===== src/rtl/core/dfca_pkg.sv =====
// Shared types, constants and tables for the density Fourier component accumulator.
`default_nettype none
package dfca_pkg;

   localparam int DEF_MAX_PARTICLES = 4096;
   localparam int PHASE_BITS        = 24;
   localparam int TRIG_BITS         = 16;
   localparam int ACC_W             = 28;
   localparam int POS_W             = 32;
   localparam int WAVE_W            = 10;
   localparam int INV_W             = 32;
   localparam int SPLIT_W           = 13;
   localparam int CSR_IDX_W         = 3;
   localparam int CSR_DATA_W        = 32;
   localparam int TURN_W            = 48;
   localparam int TURN_HALF         = 24;
   localparam int FRAC_Q            = 30;
   localparam int MUL_A_W           = 34;
   localparam int MUL_B_W           = 30;
   localparam int RECIP_SH          = 35;
   localparam int TERMS             = 5;
   localparam int QUEUE_DEPTH       = 2;

   localparam logic [INV_W-1:0]   INV_RESET   = 32'd65536;
   localparam logic [SPLIT_W-1:0] SPLIT_RESET = 13'd4096;
   // 2*pi in Q.30 minus 2^32; the 2^32 part is added back as a plain u
   localparam logic [MUL_A_W-1:0] THETA_LO    = 34'd2451551556;

   typedef enum logic [CSR_IDX_W-1:0] {
      CSR_WAVE_X,
      CSR_WAVE_Y,
      CSR_WAVE_Z,
      CSR_INV_BOX_LEN,
      CSR_SPLIT_COUNT
   } csr_index_type;

   typedef struct packed {
      logic signed [POS_W-1:0] pos_x;
      logic signed [POS_W-1:0] pos_y;
      logic signed [POS_W-1:0] pos_z;
      logic                    frame_end;
   } req_type;

   typedef struct packed {
      logic signed [ACC_W-1:0] real_a;
      logic signed [ACC_W-1:0] imag_a;
      logic signed [ACC_W-1:0] real_b;
      logic signed [ACC_W-1:0] imag_b;
      logic                    overflow;
   } rsp_type;

   typedef struct packed {
      logic signed [WAVE_W-1:0] wave_x;
      logic signed [WAVE_W-1:0] wave_y;
      logic signed [WAVE_W-1:0] wave_z;
      logic [INV_W-1:0]         inv_box_len;
      logic [SPLIT_W-1:0]       split_count;
   } cfg_type;

   typedef struct packed {
      logic [PHASE_BITS-1:0] phase;
      logic                  use_a;
      logic                  drop;
      logic                  last;
      logic                  overflow;
   } entry_type;

   typedef struct packed {
      logic [2:0]         shift;
      logic               bypass;
      logic [MUL_A_W-1:0] recip;
   } div_info_type;

   typedef enum logic [2:0] {
      B_IDLE,
      B_THETA,
      B_SQUARE,
      B_MUL,
      B_DIV,
      B_FIN
   } back_state_type;

   // Taylor divisor D = 2^shift * odd; recip = ceil(2^35 / odd)
   function automatic div_info_type div_info(input logic cos_sel, input logic [2:0] term);
      div_info_type d;
      d = '{shift: 3'd1, bypass: 1'b1, recip: '0};
      case ({cos_sel, term})
         4'b0001: d = '{shift: 3'd1, bypass: 1'b0, recip: 34'd11453246123};
         4'b0010: d = '{shift: 3'd2, bypass: 1'b0, recip: 34'd6871947674};
         4'b0011: d = '{shift: 3'd1, bypass: 1'b0, recip: 34'd1636178018};
         4'b0100: d = '{shift: 3'd3, bypass: 1'b0, recip: 34'd3817748708};
         4'b0101: d = '{shift: 3'd1, bypass: 1'b0, recip: 34'd624722516};
         4'b1001: d = '{shift: 3'd1, bypass: 1'b1, recip: 34'd0};
         4'b1010: d = '{shift: 3'd2, bypass: 1'b0, recip: 34'd11453246123};
         4'b1011: d = '{shift: 3'd1, bypass: 1'b0, recip: 34'd2290649225};
         4'b1100: d = '{shift: 3'd3, bypass: 1'b0, recip: 34'd4908534053};
         4'b1101: d = '{shift: 3'd1, bypass: 1'b0, recip: 34'd763549742};
         default: d = '{shift: 3'd1, bypass: 1'b1, recip: 34'd0};
      endcase
      return d;
   endfunction

endpackage
`default_nettype wire


===== src/rtl/core/dfca_queue.sv =====
// Short queue of classified particle entries between front and back.
`default_nettype none
module dfca_queue import dfca_pkg::*; (
   input  wire logic      clock,
   input  wire logic      reset,
   input  wire logic      push_valid,
   output logic           push_full,
   input  wire entry_type push_entry,
   output logic           pop_valid,
   input  wire logic      pop,
   output entry_type      pop_entry
);

   localparam int PTR_W = (QUEUE_DEPTH > 1) ? $clog2(QUEUE_DEPTH) : 1;
   localparam int CNT_W = $clog2(QUEUE_DEPTH + 1);

   entry_type        slot_ff [QUEUE_DEPTH];
   logic [PTR_W-1:0] wr_ff, wr_in, rd_ff, rd_in;
   logic [CNT_W-1:0] count_ff, count_in;
   logic             do_push, do_pop;

   assign push_full = count_ff == CNT_W'(QUEUE_DEPTH);
   assign pop_valid = count_ff != '0;
   assign pop_entry = slot_ff[rd_ff];
   assign do_push   = push_valid & ~push_full;
   assign do_pop    = pop & pop_valid;

   always_comb begin
      wr_in    = wr_ff;
      rd_in    = rd_ff;
      count_in = count_ff;
      if (do_push)
         wr_in = (wr_ff == PTR_W'(QUEUE_DEPTH - 1)) ? '0 : wr_ff + PTR_W'(1);
      if (do_pop)
         rd_in = (rd_ff == PTR_W'(QUEUE_DEPTH - 1)) ? '0 : rd_ff + PTR_W'(1);
      if (do_push & ~do_pop)
         count_in = count_ff + CNT_W'(1);
      else if (do_pop & ~do_push)
         count_in = count_ff - CNT_W'(1);
   end

   always_ff @(posedge clock) begin
      if (reset) begin
         wr_ff    <= '0;
         rd_ff    <= '0;
         count_ff <= '0;
      end else begin
         wr_ff    <= wr_in;
         rd_ff    <= rd_in;
         count_ff <= count_in;
      end
   end

   always_ff @(posedge clock) begin
      if (do_push)
         slot_ff[wr_ff] <= push_entry;
   end

endmodule
`default_nettype wire


===== config.mk =====
export PLATFORM = sky130hd
export DESIGN_NAME = dfca_queue
export DESIGN_NICKNAME = d
export VERILOG_FILES = /design/src/rtl/core/dfca_pkg.sv /design/src/rtl/core/dfca_queue.sv
export SDC_FILE = /design/constraint.sdc
export NUM_CORES = 1
export LEC_CHECK = 0
export BUFFER_PORTS_ARGS = -buffer_cell sky130_fd_sc_hd__buf_4
export CAP_MARGIN = 20
export CORE_MARGIN = 3
export CORE_UTILIZATION = 40
export DETAILED_ROUTE_END_ITERATION = 8
export SYNTH_ARGS = -nofsm -noshare
export SYNTH_HDL_FRONTEND = slang
export SYNTH_SLANG_ARGS = --single-unit
export TNS_END_PERCENT = 10

===== constraint.sdc =====
create_clock -name clock -period 1.9 [get_ports clock]
set_input_delay 0.095 -clock clock [delete_from_list [all_inputs] [get_ports clock]]
set_output_delay 0.095 -clock clock [all_outputs]
set_load 0.05 [all_outputs]

==> results of run 1 <==
==> layout make-up <==
| class | instances | area share [%] |
|---|---|---|
| Timing Repair Buffer | 96 | 24.2 |
| Clock inverter | 6 | 1.68 |
| Tap cell | 70 | 2.67 |
| Multi-Input combinational cell | 46 | 13.1 |
| Sequential cell | 61 | 54.4 |
| Clock buffer | 9 | 3.78 |
| Inverter | 2 | 0.229 |
==> critical path, stage by stage, from the launching register on <==
cell	delay [ps]
dfxtp_1	320
buf_4	280
mux2_2	380
buf_4	190
==> cells by family after synthesis <==
family                     count (synthesis)  share of synthesized area, %
and+or+nand+nor                            9                          2.18
DFF                                       61                          79.6
AOI/OAI and AO/OA                          5                          1.12
xor gates and xnor gates                   3                          1.17
buffers and inverters                      5                          1.23
adders and majority gates                  1                         0.559
muxes                                     28                          14.1
==> state kept, by name, indices dropped and copies added (netlist names), named ones only <==
signal	cells
slot_ff	56
wr_ff	1
count_ff	2
rd_ff	1
==> final timing paths <==
path	endpoint	slack [ps]	cells past startpoint	from
min reg2reg	wr_ff	510	2	wr_ff
min	wr_ff	180	4	push_valid
max	pop_entry[14]	300	3	flop
max reg2reg	count_ff[1]	350	5	count_ff[1]
==> cell usage after synthesis <==
cell       n
edfxtp_1  56
mux2_2    28
dfxtp_1    5
nor2_1     4
o21ai_0    3
xor2_1     3
a21oi_1    2
buf_4      2
inv_1      2
or3_1      2
and2_1     1
buf_2      1
ha_1       1
nor2b_2    1
or2_2      1
==> metrics by stage <==
step                      cells  power (µW)  area (µm²)
after detailed placement    246        3590        2810
after floorplan             112        3070        2240
after global routing        290        4850        3280
after global placement      246        3560        2810
final                       290        4620        3280
after CTS                   290        4690        3280
==> power by group <==
group / switching (µW) / total (µW) / internal [µW]
logic: 1190 / 1840 / 657
registers: 59.2 / 1750 / 1690
clock network: 442 / 1030 / 583
total: 1690 / 4620 / 2930
==> repair_timing <==
item	4_1_cts	5_1_grt
endpoints found under the hold margin	61	0
resized for setup	0	0
hold buffers	29	0
setup buffers	0	0
==> per-layer routing <==
layer  up-vias  global-route usage (%)  wire, µm  part of all wire (%)
met5         -                       0         0                     0
met4         0                    8.61        70                   1.7
met3         9                    4.55       246                   6.0
met2        41                    23.8      2200                    53
met1       627                    14.6      1600                    39
li1        636                       -         -                     -
==> out/qor.csv, run 1 <==
stage;metric;value;unit
yosys;syn_nets;145;
sta;finalCritPeriodShare;84.0;%
routing;routed_wl;4120;µm
routing;viasPerCell;4.53;
finish;final_common_cell;buf_4;
global_routing;grt_max_degree;22;
power_and_ir_drop;power_density;1410;nW/µm²
yosys;yosysTopAreaCell;edfxtp_1;
finish;final_cell_mix;67 x buf_4, 56 x edfxtp_1, 29 x dlygate4sd3_1, 28 x mux2_2, 9 x clkbuf_8;
setup_path;worstSetupStartpointType;flop;
finish;nFillCells;436;
yosys;netlist_area;2240;µm²
outcome;status;complete, no violations;
floorplanning;pin_count;62;
power_and_ir_drop;cellLeakagePower;0.00126;µW
placed_design;numPortBuffers;61;
floorplanning;die_area;6530;µm²
floorplanning;die_w;80.8;µm
global_routing;grt_usage;13.8;%
sta;fin_setup_tns;0;ps
placed_design;hpwl;2690;µm
routing;vias;1313;
routing;wl_per_cell;14.2;µm
min_path;hp-class;in -> reg;
cts;htreeDepth;3;
yosys;yosysUniqueCellTypes;15;
placed_design;globalplace.congestion;0.637;
finish;nNetsFinal;249;
sta;tightestPinTransition;303;ps
sta;setup_violations;0;
cts;clk_path_buf_depth;2;
floorplanning;core_area;5270;µm²
setup_path;path_class;reg -> out;
routing;drcViolationCount;0;
setup_path;cp_max_fo;20;
sta;skew;2.65;ps
global_routing;grt_overflow;0;
floorplanning;rows;26;
yosys;synth.area.top_cells;edfxtp_1 75%, mux2_2 14%, dfxtp_1 4.5%;
finish;area_growth;46.5;%
job;maxCapViolations;0;
cts;cts.sinks;61;
floorplanning;fp.dieH;80.8;µm
setup_path;cp-end-kind;output port;
finish;regArea;1780;µm²
yosys;ys_seq_elements;61;
yosys;avgSynthCellArea;20.0;µm²
floorplanning;start_util;42.5;%
yosys;synth-seq-area-share;79.6;%
finish;multiInputGateArea;428;µm²
cts;tritoncts;yes;
sta;final_max_slew_viol_count;0;
placed_design;preCtsSetupSlack;357;ps
sta;period_minus_slack;1600;ps
sta;slew_headroom;79.6;%
global_routing;grt_first_pass_wirelength;6430;µm
sta;max_freq;0.627;GHz
cts;clk_pin_slew_worst_paths;60;ps
setup_path;required;1800;ps
routing;drt-pass1-iter-count;4;
cts;clk_latency;320;ps
finish;drive_gt1_share;50.0;%
yosys;syn_inst;112;
routing;dr.first_iter.drc_count;50;
routing;ant_nets;0;
cts;cts_made_buffers;9;
global_routing;antenna_found_initial;0;
yosys;ys_warn_count;0;
sta;holdWs;177;ps
sta;hold_violations;0;
yosys;yosysTopAreaCellShare;75.2;%
sta;fin_ws;304;ps
cts;cts-root-buf;clkbuf_8;
setup_path;arrival;1500;ps
finish;diodes;0;
power_and_ir_drop;peakVddDrop;0.737;mV
global_routing;grt_pass1_vias;1383;
finish;post-route-util;62.2;%
sta;rsz0062_at_grt;false;
Note: power is estimated with default switching activity, not from simulation.
==> run 2, diff against run 1 <==
Clock period 1.9 ns to 1.6 ns, I/O delays scaled along.
==> out/qor.csv, run 2 (synthesis gave the netlist of run 1 again) <==
stage;metric;value;unit
outcome;status;complete, no violations;
routing;drcViolationCount;0;
sta;tightestPinTransition;243;ps
finish;post-route-util;63.0;%
routing;routed_wl;4090;µm
min_path;hold_start;push_valid;
finish;nNetsFinal;249;
cts;tritoncts;yes;
setup_path;rr_endpoint;count_ff[1];
cts;clk_latency;330;ps
cts;cts.sinks;61;
sta;setup_violations;0;
setup_path;cp-end-kind;output port;
finish;area_growth;48.5;%
floorplanning;core_area;5270;µm²
setup_path;cp-endpoint;pop_entry[26];
routing;dr.first_iter.drc_count;51;
finish;largest_register;slot_ff;
placed_design;placed_area;2840;µm²
floorplanning;die_area;6530;µm²
global_routing;grt_overflow;0;
sta;skew;5.42;ps
sta;final_max_slew_viol_count;0;
sta;hold_violations;0;
power_and_ir_drop;peakVddDrop;1.15;mV
placed_design;globalplace.congestion;0.605;
sta;slew_headroom;83.8;%
routing;wl_per_cell;14.1;µm
setup_path;arrival;1440;ps
setup_path;r2r_cells;5;
routing;vias;1320;
cts;clk_pin_slew_worst_paths;60;ps
setup_path;worstSetupStartpointType;flop;
floorplanning;pin_count;62;
global_routing;grt_pass1_vias;1399;
finish;final_common_cell;buf_4;
sta;finalCritPeriodShare;95.2;%
global_routing;grt_first_pass_wirelength;6360;µm
cts;htreeDepth;3;
placed_design;hpwl;2800;µm
routing;viasPerCell;4.54;
sta;fin_setup_tns;0;ps
min_path;hp-class;in -> reg;
placed_design;numPortBuffers;61;
floorplanning;fp.dieH;80.8;µm
power_and_ir_drop;cellLeakagePower;0.00127;µW
routing;drt-pass1-iter-count;3;
global_routing;grt_max_degree;19;
floorplanning;rows;26;
finish;largest_register_ffs;56;
job;maxCapViolations;0;
cts;clk_path_buf_depth;2;
setup_path;required;1520;ps
global_routing;grt_usage;13.5;%
finish;final_cell_mix;65 x buf_4, 56 x edfxtp_1, 29 x dlygate4sd3_1, 28 x mux2_2, 9 x clkbuf_8;
global_routing;antenna_found_initial;0;
finish;drive_gt1_share;52.9;%
finish;final_cell_area;3320;µm²
setup_path;cp_max_fo;18;
routing;ant_nets;0;
floorplanning;start_util;42.5;%
setup_path;path_class;reg -> out;
sta;max_freq;0.657;GHz
power_and_ir_drop;power_density;1690;nW/µm²
finish;layout_top_registers;slot_ff (56), count_ff (2);
setup_path;regToRegSetupSlack;110;ps
sta;rsz0062_at_grt;false;
floorplanning;die_w;80.8;µm
sta;period_minus_slack;1520;ps
setup_path;reg2reg_from;count_ff[1];
cts;cts-root-buf;clkbuf_8;
cts;cts_made_buffers;9;
finish;diodes;0;
==> run 2: cell count changes in the layout (fill, tap and decap cells not counted), moves of 2 or more <==
cell / previous run / this run
buf_4: 67 / 65
clkinvlp_4: 1 / 4
dfxtp_1: 5 / 3
dfxtp_2: 0 / 2
==> run 2: metal layers <==
| layer | share of wire [%] | track usage, % |
|---|---|---|
| met3 | 6.3 | 4.88 |
| met4 | 2.1 | 6.59 |
| met1 | 42 | 15.6 |
| met5 | 0 | 0 |
| met2 | 50 | 22.3 |
==> run 2: how the worst min path moves through the flow <==
stage | endpoint | slack [ps] | cells after the start
after global placement | slot_ff[1][11] | 270 | 1
after floorplan | count_ff[1] | 140 | 1
after detailed placement | slot_ff[0][0] | 270 | 1
after global routing | wr_ff | 160 | 4
after CTS | wr_ff | 130 | 4
final | wr_ff | 140 | 4
==> run 2: metrics by stage <==
step | power [µW] | std cells | setup slack, ps | hold slack (ps)
floorplan | 3670 | 112 | -28.6 | 142
global placement | 4290 | 246 | 161 | 266
detailed placement | 4320 | 246 | 76.3 | 269
CTS | 5690 | 291 | 52.3 | 126
global route | 5860 | 291 | 14.1 | 162
finish | 5620 | 291 | 77.5 | 137
==> run 2: layout make-up <==
class                      count  area (µm²)
inverter                       2        11.3
timing repair buffer          96         810
multi-input combinational     46         439
fill                         406        1950
clock buffer                   9         124
tap                           70        87.6
sequential                    61        1780
clock inverter                 7        66.3
==> run 2: report_power, final <==
group	switching, µW	total [µW]	internal, µW	leakage [µW]
clock	578	1280	707	0.0000887
sequential	80.5	2090	2010	0.000565
combinational	1420	2240	822	0.000612
==> run 2: what timing repair did <==
item	4_1_cts	5_1_grt
hold buffers	29	0
hold endpoints to repair	61	0
resized for setup	1	1
gates cloned	0	0
buffers inserted	0	0
setup endpoints to repair	1	1
==> run 2: worst max-delay path: stages, from the launching register on <==
cell and delay (ps):
dfxtp_1 340, buf_6 210, mux2_2 370, buf_4 190
