### config.mk
export PLATFORM = sky130hd
export DESIGN_NAME = dfca_back
export DESIGN_NICKNAME = d
export VERILOG_FILES = /design/src/rtl/core/dfca_pkg.sv /design/src/rtl/core/dfca_back.sv
export SDC_FILE = /design/constraint.sdc
export NUM_CORES = 2
export LEC_CHECK = 0
export ABC_AREA = 1
export ABC_CLOCK_PERIOD_IN_PS = 21800
export BUFFER_PORTS_ARGS = -buffer_cell sky130_fd_sc_hd__buf_2
export CAP_MARGIN = 20
export CORE_ASPECT_RATIO = 1.25
export CORE_MARGIN = 5
export CORE_UTILIZATION = 24
export DETAILED_ROUTE_END_ITERATION = 16
export GPL_ROUTABILITY_DRIVEN = 1
export HOLD_SLACK_MARGIN = 0.08
export PLACE_DENSITY = 0.39
export SYNTH_ARGS = -nofsm -noshare
export SYNTH_HDL_FRONTEND = slang
export SYNTH_SLANG_ARGS = --single-unit
### constraint.sdc
create_clock -name clock -period 21.8 [get_ports clock]
set_clock_uncertainty 0.05 [all_clocks]
set_input_delay 1.09 -clock clock [delete_from_list [all_inputs] [get_ports clock]]
set_output_delay 1.09 -clock clock [all_outputs]
set_load 0.05 [all_outputs]
### src/rtl/core/dfca_pkg.sv
// Shared types, constants and tables for the density Fourier component accumulator.
`default_nettype none
package dfca_pkg;

   localparam int DEF_MAX_PARTICLES = 4096;
   localparam int PHASE_BITS        = 24;
   localparam int TRIG_BITS         = 16;
   localparam int ACC_W             = 28;
   localparam int POS_W             = 32;
   localparam int WAVE_W            = 10;
   localparam int INV_W             = 32;
   localparam int SPLIT_W           = 13;
   localparam int CSR_IDX_W         = 3;
   localparam int CSR_DATA_W        = 32;
   localparam int TURN_W            = 48;
   localparam int TURN_HALF         = 24;
   localparam int FRAC_Q            = 30;
   localparam int MUL_A_W           = 34;
   localparam int MUL_B_W           = 30;
   localparam int RECIP_SH          = 35;
   localparam int TERMS             = 5;
   localparam int QUEUE_DEPTH       = 2;

   localparam logic [INV_W-1:0]   INV_RESET   = 32'd65536;
   localparam logic [SPLIT_W-1:0] SPLIT_RESET = 13'd4096;
   // 2*pi in Q.30 minus 2^32; the 2^32 part is added back as a plain u
   localparam logic [MUL_A_W-1:0] THETA_LO    = 34'd2451551556;

   typedef enum logic [CSR_IDX_W-1:0] {
      CSR_WAVE_X,
      CSR_WAVE_Y,
      CSR_WAVE_Z,
      CSR_INV_BOX_LEN,
      CSR_SPLIT_COUNT
   } csr_index_type;

   typedef struct packed {
      logic signed [POS_W-1:0] pos_x;
      logic signed [POS_W-1:0] pos_y;
      logic signed [POS_W-1:0] pos_z;
      logic                    frame_end;
   } req_type;

   typedef struct packed {
      logic signed [ACC_W-1:0] real_a;
      logic signed [ACC_W-1:0] imag_a;
      logic signed [ACC_W-1:0] real_b;
      logic signed [ACC_W-1:0] imag_b;
      logic                    overflow;
   } rsp_type;

   typedef struct packed {
      logic signed [WAVE_W-1:0] wave_x;
      logic signed [WAVE_W-1:0] wave_y;
      logic signed [WAVE_W-1:0] wave_z;
      logic [INV_W-1:0]         inv_box_len;
      logic [SPLIT_W-1:0]       split_count;
   } cfg_type;

   typedef struct packed {
      logic [PHASE_BITS-1:0] phase;
      logic                  use_a;
      logic                  drop;
      logic                  last;
      logic                  overflow;
   } entry_type;

   typedef struct packed {
      logic [2:0]         shift;
      logic               bypass;
      logic [MUL_A_W-1:0] recip;
   } div_info_type;

   typedef enum logic [2:0] {
      B_IDLE,
      B_THETA,
      B_SQUARE,
      B_MUL,
      B_DIV,
      B_FIN
   } back_state_type;

   // Taylor divisor D = 2^shift * odd; recip = ceil(2^35 / odd)
   function automatic div_info_type div_info(input logic cos_sel, input logic [2:0] term);
      div_info_type d;
      d = '{shift: 3'd1, bypass: 1'b1, recip: '0};
      case ({cos_sel, term})
         4'b0001: d = '{shift: 3'd1, bypass: 1'b0, recip: 34'd11453246123};
         4'b0010: d = '{shift: 3'd2, bypass: 1'b0, recip: 34'd6871947674};
         4'b0011: d = '{shift: 3'd1, bypass: 1'b0, recip: 34'd1636178018};
         4'b0100: d = '{shift: 3'd3, bypass: 1'b0, recip: 34'd3817748708};
         4'b0101: d = '{shift: 3'd1, bypass: 1'b0, recip: 34'd624722516};
         4'b1001: d = '{shift: 3'd1, bypass: 1'b1, recip: 34'd0};
         4'b1010: d = '{shift: 3'd2, bypass: 1'b0, recip: 34'd11453246123};
         4'b1011: d = '{shift: 3'd1, bypass: 1'b0, recip: 34'd2290649225};
         4'b1100: d = '{shift: 3'd3, bypass: 1'b0, recip: 34'd4908534053};
         4'b1101: d = '{shift: 3'd1, bypass: 1'b0, recip: 34'd763549742};
         default: d = '{shift: 3'd1, bypass: 1'b1, recip: 34'd0};
      endcase
      return d;
   endfunction

endpackage
`default_nettype wire

### src/rtl/core/dfca_back.sv
// Back end: sine and cosine by a shared multiplier sequencer, species sums, result beat.
`default_nettype none
module dfca_back import dfca_pkg::*; (
   input  wire logic      clock,
   input  wire logic      reset,
   input  wire logic      pop_valid,
   output logic           pop,
   input  wire entry_type pop_entry,
   output logic           rsp_valid,
   input  wire logic      rsp_stall,
   output rsp_type        rsp_payload
);

   localparam int SH       = FRAC_Q - (TRIG_BITS - 1);
   localparam int MAG_W    = TRIG_BITS - 1;
   localparam int Q_W      = MUL_A_W + MUL_B_W - RECIP_SH;
   localparam int TRIG_MAX = (1 << MAG_W) - 1;

   back_state_type state_ff, state_in;
   entry_type      entry_ff;
   logic [29:0]    u_ff, th_ff, th2_ff, x_ff;
   logic           swap_ff;
   logic [1:0]     quad_ff;
   logic [30:0]    ts_ff, tc_ff;
   logic signed [32:0] s_ff, c_ff;
   logic [2:0]     term_ff;
   logic           cos_ff;
   logic signed [ACC_W-1:0] acc_ra_ff, acc_ia_ff, acc_rb_ff, acc_ib_ff;
   logic signed [ACC_W-1:0] acc_ra_in, acc_ia_in, acc_rb_in, acc_ib_in;
   logic           rsp_valid_ff;
   rsp_type        rsp_ff;

   logic [MUL_A_W-1:0] mul_a;
   logic [MUL_B_W-1:0] mul_b;
   logic [63:0]        prod;
   div_info_type       dinfo;
   logic [29:0]        xs;
   logic [Q_W-1:0]     quo;
   logic signed [32:0] quo_s;
   logic [31:0]        turn;
   logic [29:0]        u_raw;
   logic [30:0]        u_mirror;
   logic [MAG_W-1:0]   mag_s, mag_c, s0, c0;
   logic signed [TRIG_BITS-1:0] sp, cp, sn, cs;
   logic               fin_go, add_a, add_b;

   function automatic logic [MAG_W-1:0] to_trig(input logic signed [32:0] v);
      logic [32:0] vu;
      logic [32:0] r;
      vu = v[32] ? '0 : v;
      r  = (vu + (33'(1) << (SH - 1))) >> SH;
      if (r > 33'(TRIG_MAX))
         r = 33'(TRIG_MAX);
      return r[MAG_W-1:0];
   endfunction

   // next state
   always_comb begin
      state_in = state_ff;
      case (state_ff)
         B_IDLE:   if (pop_valid) state_in = pop_entry.drop ? B_FIN : B_THETA;
         B_THETA:  state_in = B_SQUARE;
         B_SQUARE: state_in = B_MUL;
         B_MUL:    state_in = B_DIV;
         B_DIV:    state_in = (cos_ff && term_ff == 3'(TERMS)) ? B_FIN : B_MUL;
         B_FIN:    if (fin_go) state_in = B_IDLE;
         default:  state_in = B_IDLE;
      endcase
   end

   // control outputs and multiplier operands
   always_comb begin
      pop   = 1'b0;
      mul_a = '0;
      mul_b = '0;
      case (state_ff)
         B_IDLE:   pop = pop_valid;
         B_THETA:  begin
            mul_a = THETA_LO;
            mul_b = u_ff;
         end
         B_SQUARE: begin
            mul_a = MUL_A_W'(th_ff);
            mul_b = th_ff;
         end
         B_MUL:    begin
            mul_a = MUL_A_W'(cos_ff ? tc_ff : ts_ff);
            mul_b = th2_ff;
         end
         B_DIV:    begin
            mul_a = dinfo.recip;
            mul_b = xs;
         end
         default:  pop = 1'b0;
      endcase
   end

   assign prod     = mul_a * mul_b;
   assign dinfo    = div_info(cos_ff, term_ff);
   assign xs       = x_ff >> dinfo.shift;
   assign quo      = dinfo.bypass ? Q_W'(xs) : prod[63:RECIP_SH];
   assign quo_s    = signed'(33'(quo));

   assign turn     = 32'(pop_entry.phase) << (32 - PHASE_BITS);
   assign u_raw    = turn[29:0];
   assign u_mirror = (31'(1) << FRAC_Q) - 31'(u_raw);

   // fold the octant result back to the full turn
   assign mag_s = to_trig(s_ff);
   assign mag_c = to_trig(c_ff);
   assign s0    = swap_ff ? mag_c : mag_s;
   assign c0    = swap_ff ? mag_s : mag_c;
   assign sp    = signed'(TRIG_BITS'(s0));
   assign cp    = signed'(TRIG_BITS'(c0));

   always_comb begin
      case (quad_ff)
         2'd0: begin sn = sp;  cs = cp;  end
         2'd1: begin sn = cp;  cs = -sp; end
         2'd2: begin sn = -sp; cs = -cp; end
         default: begin sn = -cp; cs = sp; end
      endcase
   end

   assign fin_go = (state_ff == B_FIN) & (~entry_ff.last | ~rsp_valid_ff | ~rsp_stall);
   assign add_a  = entry_ff.use_a & ~entry_ff.drop;
   assign add_b  = ~entry_ff.use_a & ~entry_ff.drop;

   assign acc_ra_in = acc_ra_ff + (add_a ? ACC_W'(cs) : '0);
   assign acc_ia_in = acc_ia_ff + (add_a ? ACC_W'(sn) : '0);
   assign acc_rb_in = acc_rb_ff + (add_b ? ACC_W'(cs) : '0);
   assign acc_ib_in = acc_ib_ff + (add_b ? ACC_W'(sn) : '0);

   assign rsp_valid   = rsp_valid_ff;
   assign rsp_payload = rsp_ff;

   always_ff @(posedge clock) begin
      if (reset) begin
         state_ff     <= B_IDLE;
         rsp_valid_ff <= 1'b0;
         acc_ra_ff    <= '0;
         acc_ia_ff    <= '0;
         acc_rb_ff    <= '0;
         acc_ib_ff    <= '0;
      end else begin
         state_ff <= state_in;
         if (fin_go && entry_ff.last)
            rsp_valid_ff <= 1'b1;
         else if (!rsp_stall)
            rsp_valid_ff <= 1'b0;
         if (fin_go) begin
            if (entry_ff.last) begin
               acc_ra_ff <= '0;
               acc_ia_ff <= '0;
               acc_rb_ff <= '0;
               acc_ib_ff <= '0;
            end else begin
               acc_ra_ff <= acc_ra_in;
               acc_ia_ff <= acc_ia_in;
               acc_rb_ff <= acc_rb_in;
               acc_ib_ff <= acc_ib_in;
            end
         end
      end
   end

   always_ff @(posedge clock) begin
      if (fin_go && entry_ff.last) begin
         rsp_ff.real_a   <= acc_ra_in;
         rsp_ff.imag_a   <= acc_ia_in;
         rsp_ff.real_b   <= acc_rb_in;
         rsp_ff.imag_b   <= acc_ib_in;
         rsp_ff.overflow <= entry_ff.overflow;
      end
      case (state_ff)
         B_IDLE: if (pop_valid) begin
            entry_ff <= pop_entry;
            quad_ff  <= turn[31:30];
            swap_ff  <= u_raw[29];
            u_ff     <= u_raw[29] ? u_mirror[29:0] : u_raw;
         end
         B_THETA:  th_ff <= u_ff + prod[61:32];
         B_SQUARE: begin
            th2_ff  <= prod[59:30];
            ts_ff   <= 31'(th_ff);
            tc_ff   <= 31'(1) << FRAC_Q;
            s_ff    <= signed'(33'(th_ff));
            c_ff    <= signed'(33'(1) << FRAC_Q);
            term_ff <= 3'd1;
            cos_ff  <= 1'b0;
         end
         B_MUL:    x_ff <= prod[59:30];
         B_DIV:    begin
            // odd terms subtract, even terms add
            if (cos_ff) begin
               tc_ff   <= 31'(quo);
               c_ff    <= term_ff[0] ? c_ff - quo_s : c_ff + quo_s;
               term_ff <= term_ff + 3'd1;
            end else begin
               ts_ff <= 31'(quo);
               s_ff  <= term_ff[0] ? s_ff - quo_s : s_ff + quo_s;
            end
            cos_ff <= ~cos_ff;
         end
         default: begin end
      endcase
   end

endmodule
`default_nettype wire

==> out/results.md <==
| Group | Metric | This run |
|:---|:---|:---|
| clock tree | Clk_lat worst skew | 0.71 ns |
| flow run | # Max-Cap Violations | 0 |
| synth | Dominant register cell in the synthesized netlist | edfxtp_1 |
| setup path | Library cell contributing the largest single delay on the critical path | clkinv_1 |
| synth | Number of enable-type register cells in the synthesized netlist | 361 |
| timing | Worst relative slew slack | 21.94% |
| setup path | Most used cell, CP | nand2_1 |
| timing | Number of pins with negative max-slew slack in the final report | 0 |
| synth | Flop and latch count out of synthesis | 477 |
| synth | Post-Syn Instances | 8,417 |
| setup path | Reg-to-reg slack, setup | 7.16 ns |
| timing | RSZ-0062 raised after global routing | false |
| clock tree | CTS Root Cell | clkbuf_16 |
| timing | Shortest clock period the worst path allows after layout | 14.64 ns |
| clock tree | CTS hold repair buffers | 0 |
| setup path | Highest fanout seen on the critical path | 44 |
| timing | Setup violation total in the final timing report | 0 |
| floorplanning | Area of the placeable core | 0.2720 mm^2 |
| timing | Hold violation total from the final report | 0 |
| clock tree | Clock buffers created by TritonCTS | 60 |
| synth | YS warnings | 0 |
| synth | Distinct cells, synth | 67 |
| clock tree | Clock transition at path regs | 0.06 ns |
| setup path | Kind of start point of the critical path | flip-flop |
| synth | Seq/Total Area, Yosys | 20.05% |
| global route | Initial antenna violation count | 6 |
| global route | Wire length of the first global-routing pass | 398.3 mm |
| setup path | Capturing element type of the critical path | flip-flop |
| global route | Maximum number of pins on one net before global-route repair | 87 |
| floorplanning | Die Width | 477.8 um |
| floorplanning | Die span in y | 594.7 um |
| cells and area | Area occupied by multi-input gates | 0.04535 mm^2 |
| synth | Post-Synthesis Cell Area | 0.06565 mm^2 |
| cells and area | Sequential cell area | 0.01316 mm^2 |
| floorplanning | IO Pins | 147 |
| cells and area | Area added between synthesis and finish | 11.11% |
| cells and area | Number of antenna repair diodes | 0 |
| setup path | Critical path launch point | term_ff[0] |
| drt | Via count of the routed design | 55,954 |
| drt | Residual DRC | 0 |
| hold path | Classification of the worst-slack hold path | reg -> reg |
| timing | Post-Route Setup TNS | 0 ns |
| floorplanning | Starting density of the core | 24.13% |
| setup path | Arrival @ worst endpoint | 14.98 ns |
| setup path | CP Depth | 56 |
| drt | Detailed-route wire length per cell | 22.33 um |
| timing | Fraction of the cycle the final worst path needs | 67.16% |
| setup path | Reg-to-reg critical path startpoint | term_ff[0] |
| drt | Residual antenna-violating net count after detailed routing | 0 |
| cells and area | Filler cell count in the final layout | 29,891 |
| drt | Via-per-instance ratio | 4.631 |
| clock tree | Maximum level of the CTS H-tree | 2 |
| placed design | Total half-perimeter wirelength after legalization and detailed placement | 214.8 mm |
| floorplanning | Die footprint | 0.2842 mm^2 |
| setup path | Number of buffers and inverters on the critical path | 10 |
| timing | Worst-margin pin slew | 1.171 ns |
| setup path | Kind of cell adding the most delay to the critical path | adder cells |
| placed design | Final Wtd Congestion | 0.9215 |
| clock tree | Max Buffers Root-to-Sink | 3 |
| clock tree | CTS tree | done |
| setup path | Largest incremental delay on the critical path | 0.93 ns |
| setup path | Critical Path End | s_ff[22] |
| synth | Share of async-settable or async-resettable flops after synthesis | 0% |
| setup path | Cells on worst reg2reg path | 56 |
| setup path | Crit Path Category | reg -> reg |
| drt | Detailed Route Iter0 Violations | 3,653 |
| setup path | Worst reg2reg endpoint | s_ff[22] |
| floorplanning | Num rows | 214 |
| clock tree | Clock net sink count | 477 |
| clock tree | Buffers inserted during post-CTS setup optimization | 0 |
| cells and area | Ratio of cells with drive above 1 in the final layout | 7.326% |
| global route | Number of global-route vias before repair | 58,649 |
| outcome | Status | complete, no violations |
| cells and area | Most frequent cells in the layout | 1,893 x nand2_1, 1,587 x inv_1, 954 x nor2_1 |
| setup path | Crit path required time | 22.14 ns |
| synth | Syn avg cell area | 7.799 um^2 |
| cells and area | Final Net Count | 9,824 |
| global route | GRT overflow | 0 |
| drt | Drt first pass iters | 5 |
| timing | Fmax | 68.30 MHz |
| cells and area | Most frequent standard cell in the layout excluding fill and tap cells | nand2_1 |
| global route | Overall track demand over capacity in global routing | 18.70% |
| placed design | Port-buffer cells | 146 |
| clock tree | Number of resized instances in the post-cts repair step | 0 |
| drt | Final wirelength | 269.7 mm |
==> metal layers <==
| layer | wire (um) | part of all wire (%) | up-vias | track usage [%] |
|---|---|---|---|---|
| met1 | 112800 | 42 | 28057 | 23.36 |
| met2 | 134500 | 50 | 1437 | 33.39 |
| met5 | 0 | 0 | - | 0 |
| met4 | 12060 | 4.5 | 0 | 6.855 |
| met3 | 10410 | 3.9 | 384 | 1.749 |
| li1 | - | - | 26076 | - |
==> cells in the mapped netlist (26+ instances only) <==
| library cell | count | area (um^2) |
|---|---|---|
| a21oi_1 | 479 | 2397 |
| a31oi_1 | 29 | 181.4 |
| buf_1 | 32 | 120.1 |
| clkbuf_1 | 242 | 908.4 |
| dfxtp_1 | 116 | 2322 |
| edfxtp_1 | 361 | 10840 |
| fa_1 | 898 | 17980 |
| ha_1 | 427 | 5343 |
| inv_1 | 1590 | 5968 |
| inv_2 | 41 | 153.9 |
| nand2_1 | 1894 | 7109 |
| nand2_2 | 65 | 406.6 |
| nand3_1 | 291 | 1456 |
| nand4_1 | 35 | 219.0 |
| nor2_1 | 956 | 3588 |
| nor2_2 | 26 | 162.7 |
| nor3_1 | 48 | 240.2 |
| o21ai_0 | 275 | 1376 |
| o21ai_1 | 40 | 200.2 |
| o21bai_1 | 39 | 292.8 |
| xnor2_1 | 68 | 595.6 |
| xor2_1 | 153 | 1340 |
==> registers in the layout (all words and copies together), names as in the netlist, 29 cells and up <==
signal / flops
th_ff: 30
th2_ff: 30
tc_ff: 30
x_ff: 29
rsp_payload: 113
s_ff: 33
ts_ff: 30
c_ff: 33
==> cell type report <==
cell class | instances | area share (%)
Clock buffer | 79 | 2.211
Clock inverter | 34 | 0.5729
Inverter | 1653 | 8.507
Multi-Input combinational cell | 6003 | 62.18
Sequential cell | 477 | 18.05
Tap cell | 3564 | 6.114
Timing Repair Buffer | 272 | 2.374
==> cells by family after synthesis <==
logic type      synth area share, %
xor+xnor                      2.948
flops                         20.05
compound gates                8.548
buf+inv                       11.12
fa+ha+maj                     35.52
simple gates                  21.80
other cells                 0.01144
==> stage by stage <==
| stage | utilization [%] | setup slack, ns | hold WS [ns] | area, um^2 | instances |
|---|---|---|---|---|---|
| final | 26.81 | 7.159 | 0.3896 | 72940 | 12082 |
| after global routing | 26.81 | 6.064 | 0.4134 | 72940 | 12082 |
| after CTS | 26.80 | 7.163 | 0.3953 | 72910 | 12081 |
| after detailed placement | 26.06 | 7.194 | 0.3867 | 70880 | 11968 |
| after global placement | 26.04 | 6.969 | 0.3562 | 70830 | 11966 |
| after floorplan | - | 9.590 | 0.3503 | 65650 | 8418 |
==> worst min path at each step <==
stage / start / to / slack, ns / depth (start not counted)
3_5_place_dp: entry_ff[0] / rsp_payload[0] / 0.39 / 0
4_1_cts: entry_ff[0] / rsp_payload[0] / 0.40 / 0
2_1_floorplan: entry_ff[0] / rsp_payload[0] / 0.35 / 0
5_1_grt: entry_ff[0] / rsp_payload[0] / 0.41 / 0
6_report: entry_ff[0] / rsp_payload[0] / 0.39 / 0
3_3_place_gp: entry_ff[0] / rsp_payload[0] / 0.36 / 0
Power is left out: the tool's default activity adds up to more than one toggle a clock period on the data nets, which glitch-free logic cannot reach.
